--- src/sv/vns_pkg.sv ---
`timescale 1ns / 1ps
`default_nettype none

package vns_pkg;

    // field widths
    localparam int COORD_X_W  = 7;
    localparam int COORD_Y_W  = 5;
    localparam int COORD_Z_W  = 5;
    localparam int VAL_W      = 32;
    localparam int SIZE_X_W   = 8;
    localparam int SIZE_YZ_W  = 6;
    localparam int WEIGHT_W   = 17;
    localparam int IN_DATA_W  = 120;
    localparam int OUT_DATA_W = 96;

    // configuration port
    localparam int CFG_IDX_W  = 2;
    localparam int CFG_DATA_W = 17;

    // neighbour sum: up to 26 signed 32-bit terms
    localparam int MAX_NB = 26;
    localparam int CNT_W  = 5;
    localparam int MAG_W  = 36;
    localparam int SUM_W  = MAG_W + 1;

    // coordinate compare width, covers every grid bound and a wrapped -1
    localparam int CMP_W = 12;

    // register reset values
    localparam logic [SIZE_X_W-1:0]  GRID_X_RST = 8'd100;
    localparam logic [SIZE_YZ_W-1:0] GRID_Y_RST = 6'd30;
    localparam logic [SIZE_YZ_W-1:0] GRID_Z_RST = 6'd30;
    localparam logic [WEIGHT_W-1:0]  WEIGHT_RST = 17'h10000;

    // parameter defaults
    localparam int MAX_X_DEF     = 128;
    localparam int MAX_Y_DEF     = 32;
    localparam int MAX_Z_DEF     = 32;
    localparam int FRAC_BITS_DEF = 16;

    typedef enum logic [CFG_IDX_W-1:0] {
        CFG_GRID_X = 2'd0,
        CFG_GRID_Y = 2'd1,
        CFG_GRID_Z = 2'd2,
        CFG_WEIGHT = 2'd3
    } cfg_index_t;

    typedef enum logic {
        OP_WRITE = 1'b0,
        OP_READ  = 1'b1
    } op_t;

    typedef enum logic [3:0] {
        ST_IDLE,
        ST_WRITE,
        ST_CHECK,
        ST_SCAN,
        ST_DRAIN,
        ST_DIV,
        ST_WAIT,
        ST_MUL,
        ST_ADD,
        ST_RESULT
    } state_t;

    typedef struct packed {
        logic             start;
        logic [MAG_W-1:0] dividend;
        logic [CNT_W-1:0] divisor;
    } div_req_t;

    typedef struct packed {
        logic             done;
        logic [MAG_W-1:0] quotient;
    } div_rsp_t;

endpackage

`default_nettype wire

--- src/sv/vns_div.sv ---
`timescale 1ns / 1ps
`default_nettype none

// Restoring divider, one quotient bit per cycle, unsigned magnitude by count.
module vns_div (
    input  wire logic              clk,
    input  wire logic              rst_n,
    input  wire vns_pkg::div_req_t req,
    output vns_pkg::div_rsp_t      rsp
);
    import vns_pkg::*;

    localparam int STEP_W = $clog2(MAG_W + 1);

    logic              busy_reg;
    logic              done_reg;
    logic [STEP_W-1:0] step_reg;
    logic [MAG_W-1:0]  quo_reg;
    logic [CNT_W-1:0]  rem_reg;
    logic [CNT_W-1:0]  dsr_reg;

    logic [CNT_W:0]    trial;
    logic [CNT_W:0]    trial_sub;
    logic              trial_ge;
    logic [CNT_W-1:0]  rem_next;

    always_comb
    begin
        trial     = {rem_reg, quo_reg[MAG_W-1]};
        trial_ge  = (trial >= {1'b0, dsr_reg});
        trial_sub = trial - {1'b0, dsr_reg};
        // remainder stays below the divisor, so five bits hold it
        rem_next  = trial_ge ? trial_sub[CNT_W-1:0] : trial[CNT_W-1:0];
    end

    always_ff @(posedge clk or negedge rst_n)
    begin
        if (!rst_n)
        begin
            busy_reg <= 1'b0;
            done_reg <= 1'b0;
            step_reg <= '0;
        end
        else if (req.start)
        begin
            busy_reg <= 1'b1;
            done_reg <= 1'b0;
            step_reg <= STEP_W'(MAG_W);
        end
        else if (busy_reg)
        begin
            step_reg <= step_reg - STEP_W'(1);
            if (step_reg == STEP_W'(1))
            begin
                busy_reg <= 1'b0;
                done_reg <= 1'b1;
            end
        end
        else
        begin
            done_reg <= 1'b0;
        end
    end

    always_ff @(posedge clk)
    begin
        if (req.start)
        begin
            quo_reg <= req.dividend;
            rem_reg <= '0;
            dsr_reg <= req.divisor;
        end
        else if (busy_reg)
        begin
            quo_reg <= {quo_reg[MAG_W-2:0], trial_ge};
            rem_reg <= rem_next;
        end
    end

    assign rsp.done     = done_reg;
    assign rsp.quotient = quo_reg;

    a_no_restart: assert property (@(posedge clk) disable iff (!rst_n)
        req.start |-> !busy_reg)
        else $error("divider restarted while busy");

    a_done_after_busy: assert property (@(posedge clk) disable iff (!rst_n)
        done_reg |-> $past(busy_reg))
        else $error("divider done without a running division");

    a_nonzero_divisor: assert property (@(posedge clk) disable iff (!rst_n)
        req.start |-> (req.divisor != '0))
        else $error("divider started with zero count");

endmodule

`default_nettype wire

--- config.mk ---
export PLATFORM = sky130hd
export DESIGN_NAME = vns_div
export DESIGN_NICKNAME = d
export VERILOG_FILES = /design/src/sv/vns_pkg.sv /design/src/sv/vns_div.sv
export SDC_FILE = /design/constraint.sdc
export NUM_CORES = 1
export LEC_CHECK = 0
export BUFFER_PORTS_ARGS = -buffer_cell sky130_fd_sc_hd__buf_2
export CAP_MARGIN = 40
export CELL_PAD_IN_SITES_DETAIL_PLACEMENT = 1
export CELL_PAD_IN_SITES_GLOBAL_PLACEMENT = 1
export CORE_MARGIN = 2
export CORE_UTILIZATION = 45
export CTS_BUF_LIST = sky130_fd_sc_hd__clkbuf_8
export DETAILED_ROUTE_END_ITERATION = 7
export PLACE_DENSITY = 0.95
export SYNTH_ARGS = -nofsm -noshare
export SYNTH_HDL_FRONTEND = slang
export SYNTH_SLANG_ARGS = --single-unit
--- constraint.sdc ---
create_clock -name clk -period 6 [get_ports clk]
set_clock_uncertainty 0.2 [all_clocks]
set_input_delay 0.6 -clock clk [delete_from_list [all_inputs] [get_ports clk]]
set_output_delay 0.6 -clock clk [all_outputs]
set_load 0.01 [all_outputs]
==> key figures <==
STA
  • Fin Setup TNS: 0 ns
  • Fmax: 413.8 MHz
  • Tcrit/Tclk final: 0.4027
  • Actual slew at the worst max-slew pin: 0.6426 ns
  • Final setup viols: 0
  • Max_slew headroom: 0.5716
  • Slew Viols, Final: 0
  • Min Tclk post-route: 2.416 ns
  • Hold Vio Cnt, Final: 0
  • RSZ-0062 raised after global routing: no

Status
  • Run status: finished, final reports clean

Layout
  • Ant diodes: 0
  • Share of layout cells above drive strength 1: 0.5019
  • Final nets: 312
  • Most frequent cells in the layout: 80 x buf_2, 41 x edfxtp_1, 35 x mux2_2
  • Max FFs per register: 36
  • Most common cell after layout, fill and taps aside: buf_2
  • Final std cells w/o fill: 333
  • Area growth from synthesis to layout: 22.10%

Worst setup path
  • CP Launch Type: register
  • WP data arrival: 2.24 ns
  • R2R setup slack: 3.58 ns
  • Crit. End Element: register
  • Setup CP Type: reg -> reg
  • Crit path max fanout: 4
  • Critical Path RT: 5.83 ns

Route
  • Pre-Repair DR Iteration Count: 4
  • DR iter-0 viols: 86
  • WL final: 6.011 mm
  • Final ANT Viol Nets: 0
  • Routed WL per cell: 18.05 µm
  • Via density: 5.402
  • # DRC: 0
  • DR vias: 1,799

Global route
  • Grt ovf: 0
  • GRT Total Usage: 0.1992
  • Largest net degree at the start of global routing: 55
  • Vias in the first global route: 1,868
  • Global-route wire length before repair: 9.466 mm
  • Antenna violations before repair: 0

Clock network
  • Clock sink total: 54
  • Skew-Pair Late Insertion Delay: 0.30 ns
  • CTS tree: done
  • Post-cts sizing count: 0
  • Hold buffer count at cts: 1
  • CTS Buffer Depth: 2
  • Post-CTS Setup Repair Bufs: 0
  • Root buf cell: clkbuf_8
  • H-tree depth: 2
  • Clock transition at the registers of the reported paths: 0.09 ns
  • TritonCTS buffer count: 5

Yosys
  • Yosys cell types: 40
  • EDFF count, synth: 41
  • Mapped Area: 0.002542 mm²
  • Adder-Cell Fraction of Synth Area: 0.04232
  • Post-Synth XOR/XNOR Area: 0.01722
  • Primary FF master, synth: edfxtp_1
  • Syn avg cell area: 14.36 µm²
  • Yosys top cell by area: edfxtp_1
  • Yosys warning count: 0
  • Top post-synthesis cells by area: edfxtp_1 48%, mux2_2 16%, dfrtp_1 7.9%, dfxtp_1 3.9%, ha_1 3.4%
  • Register bit count reported by yosys: 54
  • Post-synthesis simple-gate area fraction: 0.05906
  • Post-synthesis compound-gate area fraction: 0.09055
  • Synthesized instance count: 177
  • Main combinational cell family by area after synthesis: multiplexers
  • Sequential fraction of the synthesis area: 0.6024
  • Mux cell area share after synthesis: 0.1550
  • Ys async rst share: 0.1481
  • Synth Net Count: 229
  • Yosys top cell area share: 0.4843

Run
  • Max cap viols: 0

Floorplanning
  • # IOs: 81
  • FP Rows: 27
  • Die Ht: 79.17 µm
  • Die X: 79.17 µm
  • Die ar.: 0.006267 mm²
  • Initial Util: 0.4646
  • Core area: 0.005473 mm²

Placed design
  • Post-DP HPWL: 4.505 mm
  • I/O Buffers: 80
  • Placer Congestion: 0.8087
  • Placed insts: 324

Worst hold path
  • Worst hold path type: in -> reg

Pwr
  • Power Dens Cells: 318.2 mW/mm²
  • Leakage: 1.341 nW
  • Worst IR Drop VDD: 178.4 µV
-- worst max-delay path: stages (launching register included) --
cell and delay (ns):
edfxtp_1 0.40, inv_1 0.11, ha_1 0.17, inv_1 0.06, fa_1 0.42, a211o_2 0.34, o211a_1 0.17, nor3_1 0.21
a21oi_1 0.06
-- cell usage after synthesis, drive strengths merged, types with 2 or more instances --
| library cell | number |
|---|---|
| ha | 7 |
| buf | 7 |
| nor3 | 3 |
| nand2b | 2 |
| edfxtp | 41 |
| a311oi | 4 |
| inv | 13 |
| dfxtp | 5 |
| o21bai | 2 |
| a21oi | 8 |
| xnor2 | 3 |
| nand2 | 3 |
| dfrtp | 8 |
| xor2 | 2 |
| nand3 | 3 |
| nor2 | 10 |
| and3 | 3 |
| mux2 | 35 |
| a311o | 2 |
-- layout make-up --
type	instances	area, µm²
inverter	13	48.80
tap	72	90.09
sequential	54	1531
timing repair buffer	83	425.4
clock buffer	5	68.82
fill	609	2369
multi-input combinational	103	925.9
clock inverter	3	13.76
-- path summary, 6_finish.rpt --
path                        startpoint  cells after the start          end
min reg2reg                 rem_reg[2]                      2   rem_reg[2]
max                        quo_reg[35]                      8   quo_reg[0]
min                             req[0]                      1   dsr_reg[0]
max in group asynchronous        rst_n                      2  step_reg[1]
min in group asynchronous        rst_n                      2     done_reg
max reg2reg                quo_reg[35]                      8   quo_reg[0]
-- routing by layer --
metal | global-route usage | wire length [µm]
met5 | 0 | 0
met4 | 0.06379 | 122
met3 | 0.03977 | 206
met2 | 0.3568 | 3364
met1 | 0.2404 | 2317
-- logic make-up after synthesis --
kind of cell | after synthesis
flops | 54
mux | 35
simple gates | 28
compound gates | 27
buf+inv | 20
fa+ha+maj | 8
xor+xnor | 5
-- report_power, final --
| part | total, mW | internal (mW) | switching (mW) |
|---|---|---|---|
| Sequential | 0.505 | 0.462 | 0.0423 |
| Clock | 0.193 | 0.0796 | 0.113 |
| Combinational | 0.290 | 0.134 | 0.156 |
| Total | 0.988 | 0.676 | 0.312 |
-- per-stage QoR --
step                      cell area [µm²]  power, mW  setup slack [ns]  utilization  hold WS, ns
after global routing                 3104      1.038             3.444       0.5672       0.2600
after CTS                            3104     0.9951             3.572       0.5672       0.2664
after detailed placement             3012     0.7994             3.507       0.5503       0.2507
after global placement               3012     0.7798             3.595       0.5503       0.2497
final                                3104     0.9879             3.584       0.5672       0.2721
after floorplan                      2542     0.6966             3.760            -       0.1044
Note: power is estimated with default switching activity, not from simulation.
